[config.mk]
export PLATFORM = sky130hd
export DESIGN_NAME = scancode_set1_to_codepoint_fifo
export DESIGN_NICKNAME = d
export VERILOG_FILES = /design/src/design/sc1cp_pkg.sv /design/src/design/sc1cp_decode.sv /design/src/design/scancode_set1_to_codepoint_fifo.sv
export SDC_FILE = /design/constraint.sdc
export NUM_CORES = 2
export LEC_CHECK = 0
export ABC_AREA = 1
export BUFFER_PORTS_ARGS = -buffer_cell sky130_fd_sc_hd__buf_2
export CORE_UTILIZATION = 50
export DETAILED_ROUTE_END_ITERATION = 16
export PLACE_DENSITY = 0.65
export SKIP_CTS_REPAIR_TIMING = 1
export SLEW_MARGIN = 20
export SYNTH_ARGS = -nofsm -noshare
export SYNTH_HDL_FRONTEND = slang
export SYNTH_HIERARCHICAL = 1
export SYNTH_SLANG_ARGS = --single-unit
[constraint.sdc]
create_clock -name clk -period 20 [get_ports clk]
set_clock_uncertainty 0.15 [all_clocks]
set_input_delay 0 -clock clk [delete_from_list [all_inputs] [get_ports clk]]
set_output_delay 0 -clock clk [all_outputs]
set_load 0.01 [all_outputs]
[src/design/sc1cp_pkg.sv]
package sc1cp_pkg;

  localparam int CP_W      = 21;
  localparam int ASCII_W   = 7;
  localparam int CFG_IDX_W = 3;
  localparam int TABLE_LEN = 58;

  typedef logic [CP_W-1:0]      codepoint_t;
  typedef logic [ASCII_W-1:0]   ascii_t;
  typedef logic [CFG_IDX_W-1:0] cfg_idx_t;

  typedef struct packed {
    logic       opcode;
    logic [7:0] scan_byte;
  } in_word_t;

  typedef struct packed {
    logic       pop_valid;
    codepoint_t codepoint;
    ascii_t     ascii_char;
    logic       not_empty;
    logic       dropped_oldest;
  } out_word_t;

  typedef struct packed {
    codepoint_t up;
    codepoint_t down;
    codepoint_t left;
    codepoint_t right;
    codepoint_t home;
    codepoint_t fkey_one;
    codepoint_t spotlight;
  } cfg_codes_t;

  typedef struct packed {
    logic shift;
    logic altgr;
    logic prefix;
    logic gui;
    logic ctrl;
  } kbd_flags_t;

  typedef struct packed {
    logic       push;
    codepoint_t cp;
  } push_req_t;

  localparam logic OP_SCAN = 1'b0;
  localparam logic OP_POP  = 1'b1;

  localparam cfg_idx_t CFG_UP        = 3'd0;
  localparam cfg_idx_t CFG_DOWN      = 3'd1;
  localparam cfg_idx_t CFG_LEFT      = 3'd2;
  localparam cfg_idx_t CFG_RIGHT     = 3'd3;
  localparam cfg_idx_t CFG_HOME      = 3'd4;
  localparam cfg_idx_t CFG_FKEY_ONE  = 3'd5;
  localparam cfg_idx_t CFG_SPOTLIGHT = 3'd6;

  localparam codepoint_t RST_UP        = 21'h00E000;
  localparam codepoint_t RST_DOWN      = 21'h00E001;
  localparam codepoint_t RST_LEFT      = 21'h00E002;
  localparam codepoint_t RST_RIGHT     = 21'h00E003;
  localparam codepoint_t RST_HOME      = 21'h00E004;
  localparam codepoint_t RST_FKEY_ONE  = 21'h00E005;
  localparam codepoint_t RST_SPOTLIGHT = 21'h00E006;

  localparam logic [7:0] SC_PREFIX      = 8'hE0;
  localparam logic [7:0] SC_LSHIFT      = 8'h2A;
  localparam logic [7:0] SC_RSHIFT      = 8'h36;
  localparam logic [7:0] SC_LSHIFT_BRK  = 8'hAA;
  localparam logic [7:0] SC_RSHIFT_BRK  = 8'hB6;
  localparam logic [7:0] SC_ALT         = 8'h38;
  localparam logic [7:0] SC_ALT_BRK     = 8'hB8;
  localparam logic [7:0] SC_LGUI        = 8'h5B;
  localparam logic [7:0] SC_RGUI        = 8'h5C;
  localparam logic [7:0] SC_LGUI_BRK    = 8'hDB;
  localparam logic [7:0] SC_RGUI_BRK    = 8'hDC;
  localparam logic [7:0] SC_LCTRL      = 8'h1D;
  localparam logic [7:0] SC_LCTRL_BRK  = 8'h9D;
  localparam logic [7:0] SC_UP          = 8'h48;
  localparam logic [7:0] SC_DOWN        = 8'h50;
  localparam logic [7:0] SC_LEFT        = 8'h4B;
  localparam logic [7:0] SC_RIGHT       = 8'h4D;
  localparam logic [7:0] SC_HOME        = 8'h47;
  localparam logic [7:0] SC_F1          = 8'h3B;
  localparam logic [7:0] SC_ENTER       = 8'h1C;
  localparam logic [7:0] SC_BKSP        = 8'h0E;
  localparam logic [7:0] SC_DEL         = 8'h53;

  localparam ascii_t CH_NUL       = 7'h00;
  localparam ascii_t CH_BS        = 7'h08;
  localparam ascii_t CH_LF        = 7'h0A;
  localparam ascii_t CH_SPACE     = 7'h20;
  localparam ascii_t CH_UNKNOWN   = 7'h3F;
  localparam codepoint_t ASCII_MAX = 21'h00007F;

  localparam ascii_t PLAIN_MAP [TABLE_LEN] = '{
    7'h00, 7'h1B, 7'h31, 7'h32, 7'h33, 7'h34, 7'h35, 7'h36, 7'h37, 7'h38,
    7'h39, 7'h30, 7'h2D, 7'h3D, 7'h08, 7'h09, 7'h71, 7'h77, 7'h65, 7'h72,
    7'h74, 7'h79, 7'h75, 7'h69, 7'h6F, 7'h70, 7'h5B, 7'h5D, 7'h0A, 7'h00,
    7'h61, 7'h73, 7'h64, 7'h66, 7'h67, 7'h68, 7'h6A, 7'h6B, 7'h6C, 7'h3B,
    7'h27, 7'h60, 7'h00, 7'h5C, 7'h7A, 7'h78, 7'h63, 7'h76, 7'h62, 7'h6E,
    7'h6D, 7'h2C, 7'h2E, 7'h2F, 7'h00, 7'h2A, 7'h00, 7'h20
  };

  localparam ascii_t SHIFT_MAP [TABLE_LEN] = '{
    7'h00, 7'h1B, 7'h21, 7'h40, 7'h23, 7'h24, 7'h25, 7'h5E, 7'h26, 7'h2A,
    7'h28, 7'h29, 7'h5F, 7'h2B, 7'h08, 7'h09, 7'h51, 7'h57, 7'h45, 7'h52,
    7'h54, 7'h59, 7'h55, 7'h49, 7'h4F, 7'h50, 7'h7B, 7'h7D, 7'h0A, 7'h00,
    7'h41, 7'h53, 7'h44, 7'h46, 7'h47, 7'h48, 7'h4A, 7'h4B, 7'h4C, 7'h3A,
    7'h22, 7'h7E, 7'h00, 7'h7C, 7'h5A, 7'h58, 7'h43, 7'h56, 7'h42, 7'h4E,
    7'h4D, 7'h3C, 7'h3E, 7'h3F, 7'h00, 7'h2A, 7'h00, 7'h20
  };

  function automatic ascii_t key_char(input logic [7:0] sc, input logic shifted);
    ascii_t ch;
    ch = CH_NUL;
    if (sc < 8'(TABLE_LEN)) begin
      ch = shifted ? SHIFT_MAP[sc[5:0]] : PLAIN_MAP[sc[5:0]];
    end
    return ch;
  endfunction

  function automatic logic [7:0] latin_of(input ascii_t ch);
    logic [7:0] lc;
    case (ch)
      7'h61:   lc = 8'hE1;
      7'h41:   lc = 8'hC1;
      7'h65:   lc = 8'hE9;
      7'h45:   lc = 8'hC9;
      7'h69:   lc = 8'hED;
      7'h49:   lc = 8'hCD;
      7'h6F:   lc = 8'hF3;
      7'h4F:   lc = 8'hD3;
      7'h75:   lc = 8'hFA;
      7'h55:   lc = 8'hDA;
      7'h79:   lc = 8'hFC;
      7'h59:   lc = 8'hDC;
      7'h6E:   lc = 8'hF1;
      7'h4E:   lc = 8'hD1;
      7'h63:   lc = 8'hE7;
      7'h43:   lc = 8'hC7;
      7'h31:   lc = 8'hA1;
      7'h21:   lc = 8'hA1;
      7'h3F:   lc = 8'hBF;
      default: lc = {1'b0, ch};
    endcase
    return lc;
  endfunction

endpackage

[src/design/sc1cp_decode.sv]
module sc1cp_decode (
  input  logic [7:0]          scan_byte,
  input  sc1cp_pkg::kbd_flags_t flags,
  input  sc1cp_pkg::cfg_codes_t codes,
  output sc1cp_pkg::kbd_flags_t flags_next,
  output sc1cp_pkg::push_req_t  req
);
  import sc1cp_pkg::*;

  logic   ext;
  ascii_t ch;

  assign ext = flags.prefix;

  always_comb begin
    if (scan_byte == SC_DEL) begin
      ch = CH_BS;
    end else if (scan_byte == SC_ENTER) begin
      ch = CH_LF;
    end else begin
      ch = key_char(scan_byte, flags.shift);
    end
  end

  always_comb begin
    flags_next        = flags;
    flags_next.prefix = 1'b0;
    req               = '0;
    if (scan_byte == SC_PREFIX) begin
      flags_next.prefix = 1'b1;
    end else if (scan_byte inside {SC_LSHIFT, SC_RSHIFT}) begin
      flags_next.shift = 1'b1;
    end else if (scan_byte inside {SC_LSHIFT_BRK, SC_RSHIFT_BRK}) begin
      flags_next.shift = 1'b0;
    end else if (scan_byte == SC_ALT) begin
      if (ext) flags_next.altgr = 1'b1;
    end else if (scan_byte == SC_ALT_BRK) begin
      if (ext) flags_next.altgr = 1'b0;
    end else if (ext && (scan_byte inside {SC_LGUI, SC_RGUI})) begin
      flags_next.gui = 1'b1;
    end else if (ext && (scan_byte inside {SC_LGUI_BRK, SC_RGUI_BRK})) begin
      flags_next.gui = 1'b0;
    end else if (!ext && scan_byte == SC_LCTRL) begin
      flags_next.ctrl = 1'b1;
    end else if (!ext && scan_byte == SC_LCTRL_BRK) begin
      flags_next.ctrl = 1'b0;
    end else if (scan_byte[7]) begin
      req.push = 1'b0;
    end else if (ext && scan_byte == SC_UP) begin
      req = '{push: 1'b1, cp: codes.up};
    end else if (ext && scan_byte == SC_DOWN) begin
      req = '{push: 1'b1, cp: codes.down};
    end else if (ext && scan_byte == SC_LEFT) begin
      req = '{push: 1'b1, cp: codes.left};
    end else if (ext && scan_byte == SC_RIGHT) begin
      req = '{push: 1'b1, cp: codes.right};
    end else if (ext && scan_byte == SC_HOME) begin
      req = '{push: 1'b1, cp: codes.home};
    end else if (scan_byte == SC_F1) begin
      req = '{push: 1'b1, cp: codes.fkey_one};
    end else if (ch == CH_NUL) begin
      req.push = 1'b0;
    end else if (ch == CH_SPACE && (flags.gui || flags.ctrl)) begin
      req = '{push: 1'b1, cp: codes.spotlight};
    end else if (flags.altgr) begin
      req = '{push: 1'b1, cp: codepoint_t'(latin_of(ch))};
    end else begin
      req = '{push: 1'b1, cp: codepoint_t'(ch)};
    end
  end

endmodule

[src/design/scancode_set1_to_codepoint_fifo.sv]
// Channel  Handshake                Payload
// in       in_valid / in_ready      in_data  : opcode, scan_byte
// out      out_valid / out_ready    out_data : pop_valid, codepoint, ascii_char,
//                                              not_empty, dropped_oldest
// cfg      cfg_valid / cfg_ready    cfg_index, cfg_data (cfg_ready is always high)
//
// One word per cycle in, one word per cycle out while out_ready is high; a result passes
// from its input word through the ring read register, then the output register.
// Reset clears the ring indices and the key flags and restores the special-key codes
// to their defaults; the ring contents are left as they are.
// With out_ready low the output register fills, then the read stage, then in_ready drops.
module scancode_set1_to_codepoint_fifo #(
  parameter int RING_DEPTH = 128
) (
  input  logic                  clk,
  input  logic                  rst,
  input  logic                  in_valid,
  output logic                  in_ready,
  input  sc1cp_pkg::in_word_t   in_data,
  output logic                  out_valid,
  input  logic                  out_ready,
  output sc1cp_pkg::out_word_t  out_data,
  input  logic                  cfg_valid,
  output logic                  cfg_ready,
  input  sc1cp_pkg::cfg_idx_t   cfg_index,
  input  sc1cp_pkg::codepoint_t cfg_data
);
  import sc1cp_pkg::*;

  localparam int IDX_W = $clog2(RING_DEPTH);
  localparam logic [IDX_W-1:0] LAST_IDX = IDX_W'(RING_DEPTH - 1);

  codepoint_t ring [RING_DEPTH];
  codepoint_t rd_data;

  logic [IDX_W-1:0] write_index, read_index;
  logic [IDX_W-1:0] write_index_next, read_index_next;
  logic [IDX_W-1:0] w_inc, r_inc;

  cfg_codes_t codes;
  kbd_flags_t flags, flags_next;
  push_req_t  req;

  logic accept, mem_we, mem_re, drop;
  logic s1_valid, s1_pop, s1_not_empty, s1_dropped;
  logic s1_adv;

  out_word_t out_next;

  sc1cp_decode u_decode (
    .scan_byte  (in_data.scan_byte),
    .flags      (flags),
    .codes      (codes),
    .flags_next (flags_next),
    .req        (req)
  );

  assign cfg_ready = 1'b1;

  always_ff @(posedge clk) begin
    if (rst) begin
      codes <= '{up: RST_UP, down: RST_DOWN, left: RST_LEFT, right: RST_RIGHT,
                 home: RST_HOME, fkey_one: RST_FKEY_ONE, spotlight: RST_SPOTLIGHT};
    end else if (cfg_valid) begin
      case (cfg_index)
        CFG_UP:        codes.up        <= cfg_data;
        CFG_DOWN:      codes.down      <= cfg_data;
        CFG_LEFT:      codes.left      <= cfg_data;
        CFG_RIGHT:     codes.right     <= cfg_data;
        CFG_HOME:      codes.home      <= cfg_data;
        CFG_FKEY_ONE:  codes.fkey_one  <= cfg_data;
        CFG_SPOTLIGHT: codes.spotlight <= cfg_data;
        default: ;
      endcase
    end
  end

  assign s1_adv   = s1_valid && (!out_valid || out_ready);
  assign in_ready = !s1_valid || s1_adv;
  assign accept   = in_valid && in_ready;

  assign w_inc = (write_index == LAST_IDX) ? '0 : write_index + 1'b1;
  assign r_inc = (read_index == LAST_IDX) ? '0 : read_index + 1'b1;

  always_comb begin
    mem_we           = 1'b0;
    mem_re           = 1'b0;
    drop             = 1'b0;
    write_index_next = write_index;
    read_index_next  = read_index;
    if (accept) begin
      if (in_data.opcode == OP_SCAN) begin
        if (req.push) begin
          mem_we           = 1'b1;
          write_index_next = w_inc;
          if (w_inc == read_index) begin
            drop            = 1'b1;
            read_index_next = r_inc;
          end
        end
      end else if (write_index != read_index) begin
        mem_re          = 1'b1;
        read_index_next = r_inc;
      end
    end
  end

  always_ff @(posedge clk) begin
    if (mem_we) ring[write_index] <= req.cp;
    if (mem_re) rd_data <= ring[read_index];
  end

  always_ff @(posedge clk) begin
    if (rst) begin
      write_index <= '0;
      read_index  <= '0;
      flags       <= '0;
    end else begin
      write_index <= write_index_next;
      read_index  <= read_index_next;
      if (accept && in_data.opcode == OP_SCAN) flags <= flags_next;
    end
  end

  always_ff @(posedge clk) begin
    if (rst) begin
      s1_valid <= 1'b0;
    end else if (accept) begin
      s1_valid <= 1'b1;
    end else if (s1_adv) begin
      s1_valid <= 1'b0;
    end
  end

  always_ff @(posedge clk) begin
    if (accept) begin
      s1_pop       <= mem_re;
      s1_dropped   <= drop;
      s1_not_empty <= write_index_next != read_index_next;
    end
  end

  always_comb begin
    out_next                = '0;
    out_next.pop_valid      = s1_pop;
    out_next.not_empty      = s1_not_empty;
    out_next.dropped_oldest = s1_dropped;
    if (s1_pop) begin
      out_next.codepoint  = rd_data;
      out_next.ascii_char = (rd_data <= ASCII_MAX) ? rd_data[ASCII_W-1:0] : CH_UNKNOWN;
    end
  end

  always_ff @(posedge clk) begin
    if (rst) begin
      out_valid <= 1'b0;
    end else if (s1_adv) begin
      out_valid <= 1'b1;
    end else if (out_ready) begin
      out_valid <= 1'b0;
    end
  end

  always_ff @(posedge clk) begin
    if (s1_adv) out_data <= out_next;
  end

`ifndef SYNTHESIS
  a_pop_or_drop: assert property (@(posedge clk) disable iff (rst)
    out_valid |-> !(out_data.pop_valid && out_data.dropped_oldest))
    else $error("pop and drop reported in one word");

  a_idle_result: assert property (@(posedge clk) disable iff (rst)
    (out_valid && !out_data.pop_valid) |->
      (out_data.codepoint == '0 && out_data.ascii_char == '0))
    else $error("non-pop word carries a codepoint");

  a_drop_not_empty: assert property (@(posedge clk) disable iff (rst)
    (out_valid && out_data.dropped_oldest) |-> out_data.not_empty)
    else $error("drop reported with an empty ring");

  a_ready_when_drained: assert property (@(posedge clk) disable iff (rst)
    !out_valid |-> in_ready)
    else $error("input stalled with the output register empty");
`endif

endmodule

**Yosys cells after proc, flatten, opt, wreduce, memory -nomap -nowiden**

Memory sizes are Yosys's and may differ from the RTL's. A register that Yosys moved wholly into a read port is not among the register bits.
Cells that the tools add are included.

- Add/subtract/negate cells: 2
- Magnitude comparators: 3
- Equality and inequality tests: 54
- Mux-type cells: 65
- Bitwise logic cells: 10
- Reduce and logical (&&, ||, !) cells: 45

Operator list:

| cell | number |
|---|---|
| 22-bit two-way mux | 15 |
| 8-bit one-hot mux with 18 select lines | 1 |
| 7-bit == test, second input constant | 18 |
| 7-bit two-way mux | 18 |
| 8-bit by 7-bit == test with 1-bit output, second input constant | 8 |
| 21-bit two-way mux | 3 |
| 8-bit == test, second input constant | 7 |
| 8-bit by 6-bit == test with 1-bit output, second input constant | 4 |
| 7-bit by 6-bit == test with 1-bit output, second input constant | 4 |
| 1-bit two-way mux | 26 |
| 21-bit by 7-bit <= comparator with 1-bit output, second input constant | 1 |
| 2-bit nonzero test | 10 |
| 8-bit by 5-bit == test with 1-bit output, second input constant | 2 |
| 2-bit AND reduction | 8 |
| 7-bit by 1-bit adder with 7-bit output, second input constant | 2 |
| 7-bit != test | 2 |
| 7-bit AND reduction | 2 |
| 1-bit logical AND | 13 |
| 3-bit == test, second input constant | 3 |
| 1-bit inverter | 9 |
| 9-bit AND reduction | 1 |
| 8-bit by 6-bit < comparator with 1-bit output, second input constant | 1 |
| 8-bit two-way mux | 1 |
| 7-bit == test | 1 |
| other kinds (12) | 19 |

- Register bits: 202
- RAM bits: 2688
- Memory bits (read-only): 896
- Output and inout port bits: 34
- Logic and storage cells: 207
- Memories: 3

Memory list:

| memory | words | bits a word | read ports | clocked after memory_dff | write ports | line | text |
|---|---|---|---|---|---|---|---|
| ring | 128 | 21 | 1 | 1 | 1 | scancode_set1_to_codepoint_fifo.sv:33 | `codepoint_t ring [RING_DEPTH];` |
| (name not given) | 64 | 7 | 1 | 0 | 0 | sc1cp_pkg.sv:119 | `ch = shifted ? SHIFT_MAP[sc[5:0]] : PLAIN_MAP[sc[5:0]];` |
| (name not given) | 64 | 7 | 1 | 0 | 0 | sc1cp_pkg.sv:119 |  |

**Longest topological paths before layout**

- Word-level depth: 35
- Depth in mapped cells: 37

**Modules after synthesis**

Netlist, hierarchy kept.

By module, submodules not included:

| module | times used | cells an instance | area an instance (um^2) | sequential area each (um^2) |
|---|---|---|---|---|
| scancode_set1_to_codepoint_fifo | 1 | 8729 | 113832.9 | 85732.2 |
| sc1cp_decode | 1 | 649 | 3403.3 | 0.0 |

**Least setup slack after synthesis**

No wires, ideal clock.

- Kind: input to register
- Start: input port in_data[0] (netlist bit)
- End: memory ring[0][10] (netlist bit) (data pin)
- Setup time: 0.957 ns
- Arrival: 5.713 ns
- Path slack: 13.180 ns
- Stages on the path: 21
- Buffers on the path: 2
- Cell sequence: buf_2 -> inv_1 -> ha_1 -> o21ai_2 -> nand3_1 -> nand2_1 -> nand2_1 -> nand2_1 -> nand2_1 -> nand2_1 -> nand2_2 -> inv_2 -> nand2_2 -> nor3_4 -> nand2_2 -> inv_2 -> buf_6 -> nand3_1 -> nand3_1 -> o2111ai_1 -> a41oi_1

RTL lines:

| what | line | text |
|---|---|---|
| start: declaration | scancode_set1_to_codepoint_fifo.sv:19 | `input sc1cp_pkg::in_word_t in_data,` |
| end: declaration | scancode_set1_to_codepoint_fifo.sv:33 |  |

**Final worst setup path**

- Start: register read_index[0]
- End: register rd_data[16] (read register of ring) (data pin)

- Cells in the longest elaborated chain, start to end: 4

Ends and longest elaborated chain:

| what | line | text |
|---|---|---|
| start: declaration | scancode_set1_to_codepoint_fifo.sv:36 | `logic [IDX_W-1:0] write_index, read_index;` |
| start signal: assignment | scancode_set1_to_codepoint_fifo.sv:120 | `read_index <= read_index_next;` |
| 7-bit != test | scancode_set1_to_codepoint_fifo.sv:101 | `end else if (write_index != read_index) begin` |
| 1-bit two-way mux | scancode_set1_to_codepoint_fifo.sv:101 |  |
| 1-bit two-way mux | scancode_set1_to_codepoint_fifo.sv:92 | `if (in_data.opcode == OP_SCAN) begin` |
| 1-bit two-way mux | scancode_set1_to_codepoint_fifo.sv:91 | `if (accept) begin` |
| end: declaration | scancode_set1_to_codepoint_fifo.sv:34 | `codepoint_t rd_data;` |

Parallel ways exist; a longest one is shown, timed or not.
A chain may end at the register's enable or synchronous reset.

==> flow_summary_export.csv <==
group,metric,value,unit
floorplan,dieHeight,486,um
cells_and_area,final_nets,9437,
drt,route.detailed.drc,0,
global_routing,antenna_found_initial,13,
drt,dr.pass1.iters,8,
floorplan,die_w,486,um
global_routing,met2_usage,0.444,
drt,wl_per_cell,27.7,um
pwr,power_leakage,0.0435,uW
outcome,violations,"hold timing",
cts,cts_tree,"yes",
yosys,ys_types,67,
cells_and_area,register_area,85700,sq um
cells_and_area,synthToLayoutAreaGrowth,12.1,%
global_routing,use_met1,0.406,
cells_and_area,num-fill-cells,18500,
cts,h-tree-depth,5,
placement,dp_hpwl,195000,um
timing,fin_setup_tns,0,ps
cts,clock_path_buffers,4,
global_routing,grt_start_max_net_pins,221,
pwr,worst_ir_drop_vdd,108,uV
job,max_cap_violations,0,
drt,drtIter0Drc,11200,
critical_path,path_class,"reg -> reg",
floorplan,start_util,0.504,
yosys,syn_inst,9378,
floorplan,dieArea,236000,sq um
timing,setup_viol,0,
yosys,yosys_warnings,6,
timing,tightest_slew,1170,ps
yosys,syn_area,117000,sq um
cells_and_area,utilization,0.565,
global_routing,grt_pass1_vias,75300,
drt,detail-route-antenna-nets,0,
yosys,synthArstFlopShare,0,
yosys,synth_top_area_frac,0.703,
cells_and_area,multi_input_area,28600,sq um
critical_path,worst_setup_path_end_kind,"flip-flop",
yosys,syn_avg_cell_area,12.5,sq um
timing,final_max_slew_viol_count,0,
timing,hold_viol_final,2,
critical_path,cp_max_fo,220,
cts,clkTransAtPathRegs,60,ps
cts,cts_buffers,308,
hold_path,hold_class,"in -> reg",
yosys,synth_edf_count,2743,
timing,rsz0062_at_grt,"false",
critical_path,worstPathRequired,20620,ps
yosys,ys_seq_area_frac,0.731,
global_routing,globalRouteOverflowTotal,0,
pwr,cellPowerDensity,100,nW/um^2
global_routing,met3_usage,0.0598,
timing,slew_headroom,0.214,
global_routing,grt_pass1_wl,510000,um
placement,globalplace.congestion,0.914,
outcome,status,"complete, but fails checks",
yosys,synth.most_common_cell,"edfxtp_1",
yosys,synth-seq-cells,2911,
yosys,syn-num-nets,9430,
critical_path,cp.arrival,6440,ps
cts,insertion_delay,960,ps
timing,holdWs,-84.7,ps
drt,viasPerCell,6.33,
cells_and_area,drive_above_1_share,0.104,
yosys,synth_common_cells,"edfxtp_1, nor2_1, o21ai_0",
cts,cts-root-buf,"clkbuf_16",
floorplan,io_pins,72,
drt,vias,80600,
critical_path,cp-start-kind,"flip-flop",
timing,fmax,172,MHz
yosys,yosys.area.top_type,"edfxtp_1",
timing,timing.final.crit_period,5820,ps
floorplan,row_count,177,
yosys,yosys-top-cells-area,"edfxtp_1, o21ai_0, nor2_1",
pwr,p_total,13200,uW
yosys,yosys_most_used_dff,"edfxtp_1",
global_routing,grt-busiest-layer,"met2",
global_routing,grtUsageTotal,0.292,
placement,io_buffer_count,70,
timing,timing.final.crit_share,0.291,
floorplan,fp.coreArea,233000,sq um
drt,routed_wl,353000,um
cts,clkSinkCount,2911,
worst paths after layout:
kind                                 start                      to  slack, ps  cells after the start
hold reg to reg     codes[44]$_SDFFE_PP1P_  codes[44]$_SDFFE_PP1P_        310                      2
hold / removal                  in_data[2]   flags[0]$_SDFFE_PP0P_        -80                      6
setup / recovery  read_index[0]$_SDFF_PP0_   rd_data[16]$_DFFE_PP_      14180                     10
setup reg to reg  read_index[0]$_SDFF_PP0_   rd_data[16]$_DFFE_PP_      14180                     10
layout make-up:
type / count / area share
clock buffers: 381 / 0.0621
well taps: 3132 / 0.0298
multi-input cells: 5635 / 0.218
repair buffers: 380 / 0.0224
clock inverters: 142 / 0.0106
inverters: 149 / 0.00467
flip-flops and latches: 2911 / 0.652
diodes: 10 / 0.000190
state kept, by name (all words and copies together), names as in the netlist:
signal and flops:
rd_data 21, s1_dropped 1, out_valid 1, ring 2688
s1_pop 1, codes 147, flags 5, s1_not_empty 1
out_data 31, s1_valid 1, read_index 7, write_index 7
power by group:
group          internal, uW  total [uW]  leakage, uW  switching [uW]
sequential             6620        6660       0.0266            36.8
clock                  3230        5530      0.00468            2300
combinational           242         977       0.0122             735
total                 10100       13200       0.0435            3070
critical path: stages (launching register included):
cell and delay, ps:
dfxtp_4 540, inv_16 610, buf_4 720, buf_4 750
buf_4 640, o21ai_0 160, o22ai_1 140, o21ai_0 120
o22ai_1 610, o211ai_1 590, a31oi_1 320
logic make-up (layout without fill, tap and decap cells):
group | Yosys count | after routing | synth area share
other cells | 1 | 11 | 0.0000320
flops | 2911 | 2911 | 0.731
mux | 4 | 4 | 0.000342
xor+xnor | 5 | 5 | 0.000374
compound gates | 2653 | 2653 | 0.134
fa+ha+maj | 14 | 14 | 0.00149
buf+inv | 832 | 1052 | 0.0309
simple gates | 2958 | 2958 | 0.102
layer usage:
layer | wire length, um | part of all wire
met5 | 60 | 0.00017
met4 | 16900 | 0.048
met3 | 38300 | 0.11
met2 | 159000 | 0.45
met1 | 138000 | 0.39
through the flow:
step	setup WS, ps	cell area [sq um]	instances
after floorplan	13180	117000	9378
after global placement	14310	121000	12100
after detailed placement	14370	121000	12100
after CTS	14360	131000	12700
after global routing	14010	131000	12700
final	14180	131000	12700
cells in the final DEF, fill, tap and decap left out, drive strengths merged, types with 15 or more instances in the layout:
cell type / instances
a21boi: 15
a21oi: 83
a31oi: 22
buf: 314
bufinv: 27
clkbuf: 381
clkinv: 109
dfxtp: 168
dlygate4sd3: 66
edfxtp: 2743
inv: 151
nand2: 583
nand3: 303
nand4: 22
nor2: 2001
nor3: 16
nor4: 19
o211ai: 104
o21ai: 1660
o221ai: 346
o22ai: 372
No activity file was read; power rests on OpenSTA's default activity.
